--- config.mk ---
export PLATFORM = sky130hd
export DESIGN_NAME = servo_tester_pulse_controller_core
export DESIGN_NICKNAME = d
export VERILOG_FILES = /design/src/rtl/stpc_pkg.sv /design/src/rtl/servo_tester_pulse_controller_core.sv
export VERILOG_INCLUDE_DIRS = /design/src /design/src/rtl
export SDC_FILE = /design/constraint.sdc
export NUM_CORES = 1
export LEC_CHECK = 0
export ABC_AREA = 1
export BUFFER_PORTS_ARGS = -buffer_cell sky130_fd_sc_hd__buf_4
export CORE_UTILIZATION = 30
export DETAILED_ROUTE_END_ITERATION = 8
export HOLD_SLACK_MARGIN = 0.06
export MAX_ROUTING_LAYER = met4
export PLACE_DENSITY = 0.42
export SLEW_MARGIN = 0
export SYNTH_ARGS = -nofsm -noshare
export SYNTH_HDL_FRONTEND = slang
export SYNTH_SLANG_ARGS = --single-unit
--- constraint.sdc ---
create_clock -name clk -period 16.75 [get_ports clk]
set_input_delay 0.8375 -clock clk [delete_from_list [all_inputs] [get_ports clk]]
set_output_delay 0.8375 -clock clk [all_outputs]
set_load 0.03 [all_outputs]
--- src/rtl/assert_macros.svh ---
// Assertion macros used by the pulse controller core
`ifndef ASSERT_MACROS_SVH
`define ASSERT_MACROS_SVH

`ifndef SYNTH
// Check a property on every rising clock edge outside reset
`define STPC_ASSERT(lbl, prop, msg) \
    lbl: assert property (@(posedge clk) disable iff (!rst_n) (prop)) else $error(msg);
// Check that a condition never holds on a rising clock edge outside reset
`define STPC_NEVER(lbl, cond, msg) \
    lbl: assert property (@(posedge clk) disable iff (!rst_n) !(cond)) else $error(msg);
`else
`define STPC_ASSERT(lbl, prop, msg)
`define STPC_NEVER(lbl, cond, msg)
`endif

`endif

--- src/rtl/stpc_pkg.sv ---
// Types and constants of the servo tester pulse controller
package stpc_pkg;

    // Request codes on the action field
    typedef enum logic [2:0] {
        ACT_SHORT  = 3'd0,
        ACT_DOUBLE = 3'd1,
        ACT_LONG   = 3'd2,
        ACT_RIGHT  = 3'd3,
        ACT_LEFT   = 3'd4,
        ACT_TICK   = 3'd5
    } action_t;

    // Sweep direction
    typedef enum logic [1:0] {
        DIR_NONE = 2'd0,
        DIR_FWD  = 2'd1,
        DIR_BWD  = 2'd2
    } dir_t;

    // Configuration register indexes
    typedef enum logic [2:0] {
        CFG_PULSE_MIN    = 3'd0,
        CFG_PULSE_MAX    = 3'd1,
        CFG_PULSE_CENTRE = 3'd2,
        CFG_SWEEP_LOW    = 3'd3,
        CFG_SWEEP_HIGH   = 3'd4,
        CFG_FINE_STEP    = 3'd5,
        CFG_COARSE_UNIT  = 3'd6,
        CFG_STEP_LIMIT   = 3'd7
    } cfg_index_t;

    // Key step holds up to 6 * 65535
    localparam int STEP_W = 19;
    localparam int SUM_W  = STEP_W + 1;

    // Register reset values
    localparam logic [15:0] PULSE_MIN_RST    = 16'd500;
    localparam logic [15:0] PULSE_MAX_RST    = 16'd2500;
    localparam logic [15:0] PULSE_CENTRE_RST = 16'd1500;
    localparam logic [15:0] SWEEP_LOW_RST    = 16'd1000;
    localparam logic [15:0] SWEEP_HIGH_RST   = 16'd2000;
    localparam logic [15:0] FINE_STEP_RST    = 16'd10;
    localparam logic [15:0] COARSE_UNIT_RST  = 16'd40;
    localparam logic [7:0]  STEP_LIMIT_RST   = 8'd100;

    // Period lengths (20, 8, 4, 3 ms) in units of the top scale
    localparam int PERIOD_TAB [4] = '{200, 80, 40, 30};

    // PWM top for one period index, saturated to 16 bits
    function automatic logic [15:0] top_value(input int scale, input int idx);
        int prod;
        prod = scale * PERIOD_TAB[idx];
        if (prod > 65535)
        begin
            return 16'hFFFF;
        end
        return 16'(prod);
    endfunction

endpackage

--- src/rtl/servo_tester_pulse_controller_core.sv ---
// Servo tester pulse controller: key and sweep-tick requests in, PWM settings out
//
// Usage:
//   Input channel (in_valid/in_ready) carries one request: a key event
//   (short, double, long, right, left) with encoder velocity, or a sweep tick.
//   Output channel (out_valid/out_ready) returns one result per request: the
//   PWM compare and top values and the mode state after that request.
//   Configuration port (cfg_we/cfg_index/cfg_data) writes the pulse and sweep
//   limits; write only while no request is in flight.
// Timing:
//   A request is captured in an input register, then processed into the state
//   registers, which drive the result. One request per cycle is sustained
//   while out_ready stays high; the only loop is the state update through the
//   step adder/compare.
// Reset:
//   Pulse setpoint and compare at 1500, period index 0, pulse mode, sweep off,
//   step 0, operation active; registers at their defaults. No clearing pass.
// Stall:
//   While out_ready is low the held result stays; the input register keeps
//   one more request, and in_ready drops once both are full.
module servo_tester_pulse_controller_core
    import stpc_pkg::*;
#(
    parameter int TOP_SCALE  = 100,
    parameter int SWEEP_UNIT = 4
)
(
    input  logic        clk,
    input  logic        rst_n,
    // request channel
    input  logic        in_valid,
    output logic        in_ready,
    input  logic [2:0]  action,
    input  logic [2:0]  velocity,
    // result channel
    output logic        out_valid,
    input  logic        out_ready,
    output logic [15:0] pulse_compare,
    output logic [15:0] period_top,
    output logic [1:0]  period_select,
    output logic        frequency_mode,
    output logic        sweeping,
    output logic [7:0]  current_sweep_step,
    output logic        active,
    // configuration port
    input  logic        cfg_we,
    input  logic [2:0]  cfg_index,
    input  logic [15:0] cfg_data
);

`include "assert_macros.svh"

    // PWM top per period index, fixed at elaboration
    localparam logic [15:0] TOP_TAB [4] = '{
        top_value(TOP_SCALE, 0), top_value(TOP_SCALE, 1),
        top_value(TOP_SCALE, 2), top_value(TOP_SCALE, 3)
    };

    // Configuration registers
    logic [15:0] pulse_min_reg;
    logic [15:0] pulse_max_reg;
    logic [15:0] pulse_centre_reg;
    logic [15:0] sweep_low_reg;
    logic [15:0] sweep_high_reg;
    logic [15:0] fine_step_reg;
    logic [15:0] coarse_unit_reg;
    logic [7:0]  step_limit_reg;

    // Input register
    logic        in_valid_reg;
    action_t     action_reg;
    logic [2:0]  velocity_reg;

    // Controller state, which also forms the result register
    logic        out_valid_reg;
    logic [15:0] setpoint_reg,   setpoint_next;
    logic [15:0] compare_reg,    compare_next;
    logic [1:0]  period_reg,     period_next;
    logic        freq_reg,       freq_next;
    logic        sweep_reg,      sweep_next;
    logic [7:0]  step_size_reg,  step_size_next;
    dir_t        dir_reg,        dir_next;
    logic        run_reg,        run_next;

    // Handshake: advance the pipeline when the result slot is free or taken
    logic advance;
    logic take;

    assign advance  = !out_valid_reg || out_ready;
    assign in_ready = !in_valid_reg || advance;
    assign take     = in_valid_reg && advance;

    // Configuration writes
    always_ff @(posedge clk or negedge rst_n)
    begin
        if (!rst_n)
        begin
            pulse_min_reg    <= PULSE_MIN_RST;
            pulse_max_reg    <= PULSE_MAX_RST;
            pulse_centre_reg <= PULSE_CENTRE_RST;
            sweep_low_reg    <= SWEEP_LOW_RST;
            sweep_high_reg   <= SWEEP_HIGH_RST;
            fine_step_reg    <= FINE_STEP_RST;
            coarse_unit_reg  <= COARSE_UNIT_RST;
            step_limit_reg   <= STEP_LIMIT_RST;
        end
        else if (cfg_we)
        begin
            case (cfg_index_t'(cfg_index))
                CFG_PULSE_MIN:    pulse_min_reg    <= cfg_data;
                CFG_PULSE_MAX:    pulse_max_reg    <= cfg_data;
                CFG_PULSE_CENTRE: pulse_centre_reg <= cfg_data;
                CFG_SWEEP_LOW:    sweep_low_reg    <= cfg_data;
                CFG_SWEEP_HIGH:   sweep_high_reg   <= cfg_data;
                CFG_FINE_STEP:    fine_step_reg    <= cfg_data;
                CFG_COARSE_UNIT:  coarse_unit_reg  <= cfg_data;
                CFG_STEP_LIMIT:   step_limit_reg   <= cfg_data[7:0];
                default:          ;
            endcase
        end
    end

    // Input register: hold a request until the state update takes it
    always_ff @(posedge clk or negedge rst_n)
    begin
        if (!rst_n)
        begin
            in_valid_reg <= 1'b0;
        end
        else if (in_ready)
        begin
            in_valid_reg <= in_valid;
        end
    end

    always_ff @(posedge clk)
    begin
        if (in_valid && in_ready)
        begin
            action_reg   <= action_t'(action);
            velocity_reg <= velocity;
        end
    end

    // Key step: velocity 0 or 1 gives the fine step (in sweep, the velocity itself), faster turns scale up
    logic [2:0]        vel_m1;
    logic              vel_big;
    logic [STEP_W-1:0] key_step;

    assign vel_m1  = velocity_reg - 3'd1;
    assign vel_big = velocity_reg > 3'd1;

    always_comb
    begin
        if (sweep_reg)
        begin
            key_step = vel_big ? STEP_W'(vel_m1) * STEP_W'(SWEEP_UNIT)
                               : STEP_W'(velocity_reg);
        end
        else
        begin
            key_step = vel_big ? STEP_W'(vel_m1) * STEP_W'(coarse_unit_reg)
                               : STEP_W'(fine_step_reg);
        end
    end

    // Candidate results of the arithmetic paths
    logic [SUM_W-1:0]  sp_up_sum;
    logic [STEP_W-1:0] sp_down_diff;
    logic [SUM_W-1:0]  ss_up_sum;
    logic [16:0]       tick_up_sum;
    logic [15:0]       tick_down_diff;

    assign sp_up_sum      = SUM_W'(setpoint_reg) + SUM_W'(key_step);
    assign sp_down_diff   = STEP_W'(setpoint_reg) - key_step;
    assign ss_up_sum      = SUM_W'(step_size_reg) + SUM_W'(key_step);
    assign tick_up_sum    = 17'(compare_reg) + 17'(step_size_reg);
    assign tick_down_diff = compare_reg - 16'(step_size_reg);

    // State update for one request
    always_comb
    begin
        setpoint_next  = setpoint_reg;
        compare_next   = compare_reg;
        period_next    = period_reg;
        freq_next      = freq_reg;
        sweep_next     = sweep_reg;
        step_size_next = step_size_reg;
        dir_next       = dir_reg;
        run_next       = run_reg;

        if (take && run_reg)
        begin
            case (action_reg)
                ACT_SHORT:
                begin
                    freq_next = !freq_reg;
                end
                ACT_DOUBLE:
                begin
                    run_next   = 1'b0;
                    sweep_next = 1'b0;
                end
                ACT_LONG:
                begin
                    if (!freq_reg)
                    begin
                        if (sweep_reg)
                        begin
                            step_size_next = 8'd1;
                        end
                        else
                        begin
                            setpoint_next = pulse_centre_reg;
                            compare_next  = pulse_centre_reg;
                        end
                    end
                    else if (sweep_reg)
                    begin
                        sweep_next = 1'b0;
                    end
                    else
                    begin
                        sweep_next     = 1'b1;
                        step_size_next = 8'd1;
                        dir_next       = DIR_FWD;
                    end
                end
                ACT_RIGHT:
                begin
                    if (freq_reg)
                    begin
                        if (period_reg != 2'd3)
                        begin
                            period_next = period_reg + 2'd1;
                        end
                    end
                    else if (sweep_reg)
                    begin
                        // saturate at the step limit
                        if (ss_up_sum > SUM_W'(step_limit_reg))
                        begin
                            step_size_next = step_limit_reg;
                        end
                        else
                        begin
                            step_size_next = ss_up_sum[7:0];
                        end
                    end
                    else
                    begin
                        // clamp to the pulse maximum, also from above it
                        if (sp_up_sum > SUM_W'(pulse_max_reg))
                        begin
                            setpoint_next = pulse_max_reg;
                        end
                        else
                        begin
                            setpoint_next = sp_up_sum[15:0];
                        end
                        compare_next = setpoint_next;
                    end
                end
                ACT_LEFT:
                begin
                    if (freq_reg)
                    begin
                        if (period_reg != 2'd0)
                        begin
                            period_next = period_reg - 2'd1;
                        end
                    end
                    else if (sweep_reg)
                    begin
                        if (key_step >= STEP_W'(step_size_reg))
                        begin
                            step_size_next = 8'd1;
                        end
                        else
                        begin
                            step_size_next = step_size_reg - key_step[7:0];
                        end
                    end
                    else
                    begin
                        // clamp to the pulse minimum, also on underflow
                        if (key_step > STEP_W'(setpoint_reg) ||
                            sp_down_diff < STEP_W'(pulse_min_reg))
                        begin
                            setpoint_next = pulse_min_reg;
                        end
                        else
                        begin
                            setpoint_next = sp_down_diff[15:0];
                        end
                        compare_next = setpoint_next;
                    end
                end
                ACT_TICK:
                begin
                    if (sweep_reg)
                    begin
                        if (dir_reg == DIR_FWD)
                        begin
                            // turn back at the upper bound
                            if (tick_up_sum >= 17'(sweep_high_reg))
                            begin
                                compare_next = sweep_high_reg;
                                dir_next     = DIR_BWD;
                            end
                            else
                            begin
                                compare_next = tick_up_sum[15:0];
                            end
                        end
                        else
                        begin
                            // turn forward at the lower bound
                            if (16'(step_size_reg) >= compare_reg ||
                                tick_down_diff <= sweep_low_reg)
                            begin
                                compare_next = sweep_low_reg;
                                dir_next     = DIR_FWD;
                            end
                            else
                            begin
                                compare_next = tick_down_diff;
                            end
                        end
                    end
                end
                default:
                begin
                    // unknown codes leave the state alone
                end
            endcase
        end
    end

    // State and result valid
    always_ff @(posedge clk or negedge rst_n)
    begin
        if (!rst_n)
        begin
            out_valid_reg <= 1'b0;
            setpoint_reg  <= PULSE_CENTRE_RST;
            compare_reg   <= PULSE_CENTRE_RST;
            period_reg    <= 2'd0;
            freq_reg      <= 1'b0;
            sweep_reg     <= 1'b0;
            step_size_reg <= 8'd0;
            dir_reg       <= DIR_NONE;
            run_reg       <= 1'b1;
        end
        else
        begin
            if (advance)
            begin
                out_valid_reg <= in_valid_reg;
            end
            setpoint_reg  <= setpoint_next;
            compare_reg   <= compare_next;
            period_reg    <= period_next;
            freq_reg      <= freq_next;
            sweep_reg     <= sweep_next;
            step_size_reg <= step_size_next;
            dir_reg       <= dir_next;
            run_reg       <= run_next;
        end
    end

    // Result drives straight from the state registers
    assign out_valid          = out_valid_reg;
    assign pulse_compare      = compare_reg;
    assign period_top         = TOP_TAB[period_reg];
    assign period_select      = period_reg;
    assign frequency_mode     = freq_reg;
    assign sweeping           = sweep_reg;
    assign current_sweep_step = step_size_reg;
    assign active             = run_reg;

    // Once stopped, stay stopped
    `STPC_ASSERT(a_run_sticky, !run_reg |=> !run_reg, "run restarted after double press")
    // A stopped controller never sweeps
    `STPC_NEVER(a_stop_no_sweep, !run_reg && sweep_reg, "sweep active while stopped")
    // A stopped controller holds its pulse state
    `STPC_ASSERT(a_stop_hold_sp, !run_reg |=> $stable(setpoint_reg), "setpoint moved while stopped")
    `STPC_ASSERT(a_stop_hold_cmp, !run_reg |=> $stable(compare_reg), "compare moved while stopped")
    // A request taken from the input register shows up as a result
    `STPC_ASSERT(a_take_result, take |=> out_valid_reg, "processed request produced no result")
    // The period index moves only in frequency mode
    `STPC_ASSERT(a_period_mode, !freq_reg |=> $stable(period_reg), "period changed in pulse mode")

endmodule

After elaboration in Yosys (flattened, before gate mapping)
Index checks and enable logic that the tools add are counted.

operators by class
  eq/ne operators = 32
  add/sub/neg operators = 9
  $lt $le $gt $ge = 10
  bitwise logic cells = 1
  reductions and logical operators = 34
  muxes and demuxes = 45
  multipliers = 1

operator list
  cell                number
  $mux 16             14
  $mux 8              9
  $pmux 16 s4         1
  $pmux 16 s3         1
  $mux 19             2
  $bmux 16 s2         1
  $ne 2x2->1 const B  15
  $pmux 8 s3          1
  $add 16x19->20      1
  $add 8x19->20       1
  $gt 20x16->1        1
  $gt 20x8->1         1
  $mux 2              10
  $reduce_and 2->1    10
  $ge 19x8->1         1
  $gt 19x16->1        1
  $lt 19x16->1        1
  $mul 3x16->19       1
  $sub 16x19->19      1
  $eq 3x3->1 const B  6
  $add 16x8->17       1
  $ge 17x16->1        1
  $ge 8x16->1         1
  $le 16x16->1        1
  other kinds (28)    49

word-level totals
  bits of input ports = 30
  output and inout port bits = 47
  register bits after elaboration = 175
  word-level logic and storage cells = 152

Logic depth before layout (Yosys ltp)
Gate-level depths: netlist (run 1).

  word-level depth = 11
  gate-level depth with buffers = 47
  gate-level depth less buffers = 45

Least setup slack after synthesis (run 1)
Ideal clock, no wire load.

  path kind = reg2reg
  start = reg velocity_reg[0]
  end = reg setpoint_reg[1]
  setup time = 117 ps
  required time = 16633 ps
  clock period less this slack = 6548 ps
  slack = 10202 ps
  buffers on the path = 4
  cell stages (with the launch flop) = 46
  arrival time = 6431 ps
  cell sequence = edfxtp_1 > inv_2 > clkbuf_1 > ha_1 > or2_2 > nand2_1 > inv_1 > clkbuf_1 > nand2_1 > fa_1 > inv_1 > ha_1 > nand2_1 > inv_1 > a21oi_1 > nand2_1 > nand2_1 > nand3_4 > [10 not listed] > o21ai_0 > xor2_1 > inv_1 > ha_1 > nand4_1 > inv_1 > nand2_1 > nor4_1 > nor2_1 > nor2_1 > nand2_1 > nor2_4 > buf_4 > nand3_1 > nand3_1 > nand3_1 > o21ai_1 > inv_1

between the ends
  longest elaborated chain between the ends = 11
  elaborated cells on any way between the ends = 19
  those cells by class = add/sub (3); mul (1); order compare (4); mux (10); reduce/logical (1)

ends and longest elaborated chain
  what                    RTL line                                   source
  start, declared         servo_tester_pulse_controller_core.sv:72   logic [2:0] velocity_reg;
  start signal, assigned  servo_tester_pulse_controller_core.sv:141  velocity_reg <= velocity;
  $sub 3x1->3             servo_tester_pulse_controller_core.sv:150  assign vel_m1 = velocity_reg - 3'd1;
  $mul 3x16->19           servo_tester_pulse_controller_core.sv:162  key_step = vel_big ? STEP_W'(vel_m1) * STEP_W'(coarse_unit_reg)
  $mux 19                 servo_tester_pulse_controller_core.sv:162
  $mux 19 (*)             servo_tester_pulse_controller_core.sv:155  if (sweep_reg)
  $sub 16x19->19          servo_tester_pulse_controller_core.sv:175  assign sp_down_diff = STEP_W'(setpoint_reg) - key_step;
  $lt 19x16->1            servo_tester_pulse_controller_core.sv:288  sp_down_diff < STEP_W'(pulse_min_reg))
  $logic_or 1x1->1        servo_tester_pulse_controller_core.sv:287  if (key_step > STEP_W'(setpoint_reg) ||
  $mux 16                 servo_tester_pulse_controller_core.sv:287
  $mux 16                 servo_tester_pulse_controller_core.sv:273  else if (sweep_reg)
  $mux 16                 servo_tester_pulse_controller_core.sv:266  if (freq_reg)
  $pmux 16 s3 (*)         servo_tester_pulse_controller_core.sv:194  case (action_reg)
  end signal, assigned    servo_tester_pulse_controller_core.sv:361  setpoint_reg <= setpoint_next;
  end, declared           servo_tester_pulse_controller_core.sv:76   logic [15:0] setpoint_reg, setpoint_next;

Every way passes the cells marked *; elsewhere a longest branch is shown, timed or not. The select of a mux whose other input is x is not followed.
A chain may end at the register's enable or synchronous reset.

Worst setup path after layout (run 1)
  start = reg velocity_reg[0]
  end = reg setpoint_reg[7]

The elaborated chain is that of the path after synthesis.

==> impl_metrics.py, run 1 <==
metrics = {
    "timing": {
        "hold_viol": 0,
        "min_period_ns": 7.90,
        "fin_ws_ns": 8.85,
        "finClkSkew_ns": 0.0162,
        "setup_violations": 0,
        "slew_headroom_pct": 18.9,
        "rsz0062_at_grt": "no",
        "timing.fmax_mhz": 127,
        "tns_ns": 0,
        "finalCritPeriodShare_pct": 47.1,
        "timing.final.max_slew_violations": 0,
        "worst_pin_slew_ns": 1.21,
    },
    "floorplan": {
        "die-area_um2": 54700,
        "coreArea_um2": 52900,
        "die_h_um": 234,
        "die_x_um": 234,
        "io_pins": 77,
        "rows": 84,
        "initial_core_util_pct": 30.5,
    },
    "layout": {
        "syn_to_final_growth_pct": 10.4,
        "multi_input_area_um2": 9840,
        "fin_cells": 3029,
        "seq_area_um2": 4470,
        "finalNetCount": 2545,
        "final_util_pct": 33.7,
        "drive_gt1_share_pct": 10.5,
        "fillerInstances": 5780,
    },
    "setup_path": {
        "worstPathArrival_ns": 8.33,
        "cp-start-kind": "flip-flop",
        "endpoint_kind": "flip-flop",
        "required_ns": 17.18,
        "slowest_delay_ns": 0.63,
        "crit_top_cell": "nand2_1",
        "critPathKind": "reg -> reg",
        "slowest_stage": "o21ai_0",
        "crit_fanout": 29,
    },
    "min_path": {
        "hp-class": "in -> async",
    },
    "cts": {
        "cts_sinks": 175,
        "numCtsBuffers": 17,
        "cts_resized": 0,
        "clk_pin_slew_ns": 0.08,
        "clockBufferDepth": 2,
        "cts_tree": "built",
        "cts_hold_buf": 0,
        "cts_root_buf": "clkbuf_16",
        "htreeDepth": 4,
        "cts_setup_buffers": 0,
        "clk_latency_ns": 0.50,
    },
    "grt": {
        "grt_max_degree": 69,
        "grt.overflow.total": 0,
        "grt_util_met3_pct": 2.83,
        "grt_antenna_before_repair": 1,
        "top_usage_layer": "met2",
        "grt_pass1_vias": 14471,
        "grt_pass1_wl_um": 89100,
        "globalRouteTotalUtil_pct": 22.9,
        "met2_usage_pct": 37.0,
        "grt_util_met1_pct": 28.9,
    },
    "synthesis": {
        "synth.distinct_cells": 65,
        "ys_seq_area_share_pct": 27.8,
        "synth_warnings": 0,
        "syn_area_um2": 16100,
        "synth.top_cell.area_share_pct": 18.2,
        "ys.flop_type": "dfrtp_1",
        "ys_async_sr_fraction_pct": 96.6,
        "synth-edff-count": 6,
        "synth_most_common_cell": "nand2_1",
        "synthesis.instances": 2303,
        "yosys-top-cells-count": "nand2_1 (557), inv_1 (357), o21ai_0 (177), ha_1 (167), nand3_1 (166)",
        "synth_top_cell_by_area": "dfrtp_1",
        "yosys-top-cells-area": "dfrtp_1 (18%), nand2_1 (13%), ha_1 (13%), dfstp_2 (8.5%), inv_1 (8.3%)",
        "synth-seq-cells": 175,
        "avgSynthCellArea_um2": 7.00,
    },
    "drt": {
        "wire_per_inst_um": 19.6,
        "post-route-drc-count": 8,
        "vias": 14882,
        "first_pass_iters": 7,
        "drt_iter0_drc": 991,
        "via_per_inst": 4.91,
        "final_antenna_net_count": 0,
        "finalWirelength_um": 59300,
    },
    "run_status": {
        "violations": "DRC",
        "status": "finished, violations left",
    },
    "placed_design": {
        "dp_hpwl_um": 47400,
        "dp.cells": 2996,
        "pre_cts_ws_ns": 8.84,
        "gp_routability_congestion": 0.920,
        "port_buffers": 69,
    },
    "job": {
        "max_cap_viol_count": 0,
    },
    "pwr": {
        "power_w": 0.00137,
        "leakage_nw": 9.48,
        "cellPowerDensity_nw_per_um2": 76.8,
        "ir_drop_uv": 87.9,
    },
}
## where the power goes
part / total [W] / switching (W) / internal, W
Combinational: 0.000411 / 0.000275 / 0.000137
Clock: 0.000414 / 0.000212 / 0.000202
Sequential: 0.000541 / 0.0000469 / 0.000494
## stage by stage
stage / hold WS (ns) / cell area, um2
3_5_place_dp: 0.476 / 17200
6_report: 0.351 / 17800
2_1_floorplan: 0.453 / 16100
5_1_grt: 0.393 / 17800
3_3_place_gp: 0.469 / 17200
4_1_cts: 0.369 / 17800
## routing by layer
metal | share of wire [%] | vias up
met5 | 0 | -
met4 | 3.3 | 0
met3 | 3.4 | 80
met2 | 47 | 315
met1 | 46 | 7046
li1 | - | 7441
## cell families (layout without fill, tap and decap cells)
group | Yosys count | count (layout) | share of synthesized area, %
xor+xnor | 68 | 68 | 3.70
buf+inv | 458 | 490 | 11.4
flops | 175 | 175 | 27.8
simple gates | 987 | 987 | 26.9
other cells | 2 | 8 | 0.0466
compound gates | 425 | 425 | 14.6
fa+ha+maj | 188 | 188 | 15.6
## critical path, delay by kind of cell (launching register included)
kind,cells,cell delay (ns)
AND/OR/NAND/NOR,15,2.15
AO/OA/AOI/OAI,6,1.87
adder cells (fa/ha/maj),5,1.75
buffers and inverters,9,1.14
flip-flops,1,0.48
XOR/XNOR,2,0.40
## cell type report
class | count | share of cell area (%)
Antenna cell | 1 | 0.0141
Clock inverter | 14 | 0.802
Tap cell | 688 | 4.84
Inverter | 376 | 7.93
Clock buffer | 18 | 2.47
Multi-Input combinational cell | 1675 | 55.3
Sequential cell | 175 | 25.1
Timing Repair Buffer | 82 | 3.50
## path summary, 6_finish.rpt
path | startpoint | cells after the start | to | slack (ns)
setup / recovery | velocity_reg[0] | 37 | setpoint_reg[7] | 8.85
hold / removal | rst_n | 1 | sweep_low_reg[11] | 0.35
setup reg to reg | velocity_reg[0] | 37 | setpoint_reg[7] | 8.85
hold reg to reg | fine_step_reg[5] | 2 | fine_step_reg[5] | 0.49
max in group asynchronous | rst_n | 3 | out_valid | 14.48
min in group clk | fine_step_reg[5] | 2 | fine_step_reg[5] | 0.49
## placed cells by master (no fill, tap or decap), types with 20 or more instances in the layout
cell	count
xor2_1	62
dfrtp_1	117
buf_4	81
o211ai_1	20
dfstp_2	52
a21oi_1	145
inv_1	357
nor2_1	154
nand3_1	166
fa_1	21
o21ai_1	26
o21ai_0	177
ha_1	167
nand2_1	557
nor3_1	24
(Power assumes the default switching activity.)
==> run 2, diff against run 1 <==
Clock period 16.75 ns to 8.25 ns, I/O delays scaled along.
==> run 2 against run 1 <==
Utilization rose by 0.34 points. Clock skew decreased by 0.0024 ns. Sequential cell count stayed put. Combinational power grew 100%. Power grew 110%. Worst setup slack got worse by 8.0 ns. Die area did not move. Fmax up 7.1%. Highest routed layer unchanged. Clock power up 120%. The flow still finishes with violations (DRC). Non-clock buffer count grew 14.
==> impl_metrics.py, run 2 (same netlist as run 1, synthesis figures left out) <==
metrics = {
    "run_status": {
        "status": "finished, violations left",
        "violations": "DRC",
    },
    "setup_path": {
        "cp-start-kind": "flip-flop",
        "slowest_delay_ns": 0.47,
        "crit_top_cell": "inv_1",
        "rrSetupSlack_ns": 0.88,
        "worstPathArrival_ns": 7.82,
        "slowest_stage": "edfxtp_1",
        "crit_fanout": 16,
        "endpoint_kind": "flip-flop",
        "critPathKind": "reg -> reg",
        "required_ns": 8.70,
    },
    "layout": {
        "finalNetCount": 2559,
        "layout_common_cells": "nand2_1 (557), inv_1 (356), o21ai_0 (177), ha_1 (167), nand3_1 (166)",
        "final_common_cell": "nand2_1",
        "final_area_um2": 18000,
        "final_util_pct": 34.0,
        "drive_gt1_share_pct": 10.7,
        "syn_to_final_growth_pct": 11.5,
    },
    "cts": {
        "cts_tree": "built",
        "clockBufferDepth": 2,
        "htreeDepth": 4,
        "cts_sinks": 175,
        "clk_latency_ns": 0.51,
        "numCtsBuffers": 17,
        "clk_pin_slew_ns": 0.07,
        "cts_root_buf": "clkbuf_16",
    },
    "drt": {
        "post-route-drc-count": 8,
        "final_antenna_net_count": 0,
        "via_per_inst": 4.90,
        "vias": 14905,
        "wire_per_inst_um": 19.6,
        "drt_iter0_drc": 1006,
        "first_pass_iters": 7,
        "finalWirelength_um": 59500,
    },
    "timing": {
        "finalCritPeriodShare_pct": 89.4,
        "timing.final.max_slew_violations": 0,
        "min_period_ns": 7.37,
        "setup_violations": 0,
        "slew_headroom_pct": 22.8,
        "hold_viol": 0,
        "rsz0062_at_grt": "no",
        "timing.fmax_mhz": 136,
        "worst_pin_slew_ns": 1.16,
        "holdWs_ns": 0.127,
        "tns_ns": 0,
        "finClkSkew_ns": 0.0138,
    },
    "floorplan": {
        "die-area_um2": 54700,
        "die_h_um": 234,
        "initial_core_util_pct": 30.5,
        "rows": 84,
        "io_pins": 77,
        "coreArea_um2": 52900,
        "die_x_um": 234,
    },
    "placed_design": {
        "dp_hpwl_um": 47400,
        "port_buffers": 69,
        "gp_routability_congestion": 0.901,
        "post_dp_cell_area_um2": 17200,
    },
    "pwr": {
        "cellPowerDensity_nw_per_um2": 158,
        "ir_drop_uv": 172,
        "leakage_nw": 9.56,
    },
    "grt": {
        "grt_pass1_vias": 14568,
        "grt_pass1_wl_um": 90100,
        "grt_antenna_before_repair": 0,
        "globalRouteTotalUtil_pct": 23.1,
        "grt.overflow.total": 0,
        "grt_max_degree": 69,
    },
    "job": {
        "max_cap_viol_count": 0,
    },
    "min_path": {
        "hp-class": "in -> reg",
    },
}
[run 2: repair_timing]
item,4_1_cts,5_1_grt
gates resized for setup,0,3
hold endpoints to repair,61,0
buffers inserted,0,4
setup endpoints to repair,0,32
hold buffers,7,0
[run 2: worst max-delay path, delay by kind of cell (launching register included)]
family                     cells  cell delay (ns)
buffers and inverters         11             1.08
adders and majority gates      6             1.85
xor gates and xnor gates       1             0.22
and+or+nand+nor               19             2.65
DFF                            1             0.47
AOI/OAI and AO/OA              5             1.03
[run 2: layer usage]
metal  vias to the layer above  part of all wire (%)  global-route usage, %
li1                       7460                     -                      -
met1                      7091                    46                   28.6
met2                       302                    49                   39.1
met3                        52                   3.2                   2.92
met4                         0                   2.2                   7.04
met5                         -                     0                      -
[run 2: power breakdown]
group,total (W),switching (W),internal [W]
combinational,0.000834,0.000552,0.000281
sequential,0.00110,0.0000969,0.00100
clock,0.000900,0.000417,0.000483
total,0.00283,0.00107,0.00177
[run 2: path summary, 6_finish.rpt]
check / start / to / cells after the start
max: velocity_reg[0] / setpoint_reg[2] / 42
min: cfg_data[5] / step_limit_reg[5] / 3
max reg2reg: velocity_reg[0] / setpoint_reg[2] / 42
min reg2reg: sweep_low_reg[2] / sweep_low_reg[2] / 2
max in group asynchronous: rst_n / in_valid_reg / 4
min in group asynchronous: rst_n / sweep_high_reg[13] / 2
[run 2: area by class of cell]
cell class,count,area (um2)
antenna,1,2.50
tap,688,861
clock buffer,19,433
timing repair buffer,96,757
inverter,376,1420
fill,5752,34900
clock inverter,13,178
sequential,175,4470
multi-input combinational,1675,9850
[run 2: stage by stage]
step,setup WS [ns],std cells,total power [W]
after floorplan,1.70,2308,0.00166
after global placement,0.680,2999,0.00194
after detailed placement,0.474,2999,0.00195
after CTS,0.433,3038,0.00287
after global routing,0.113,3042,0.00302
final,0.877,3043,0.00283
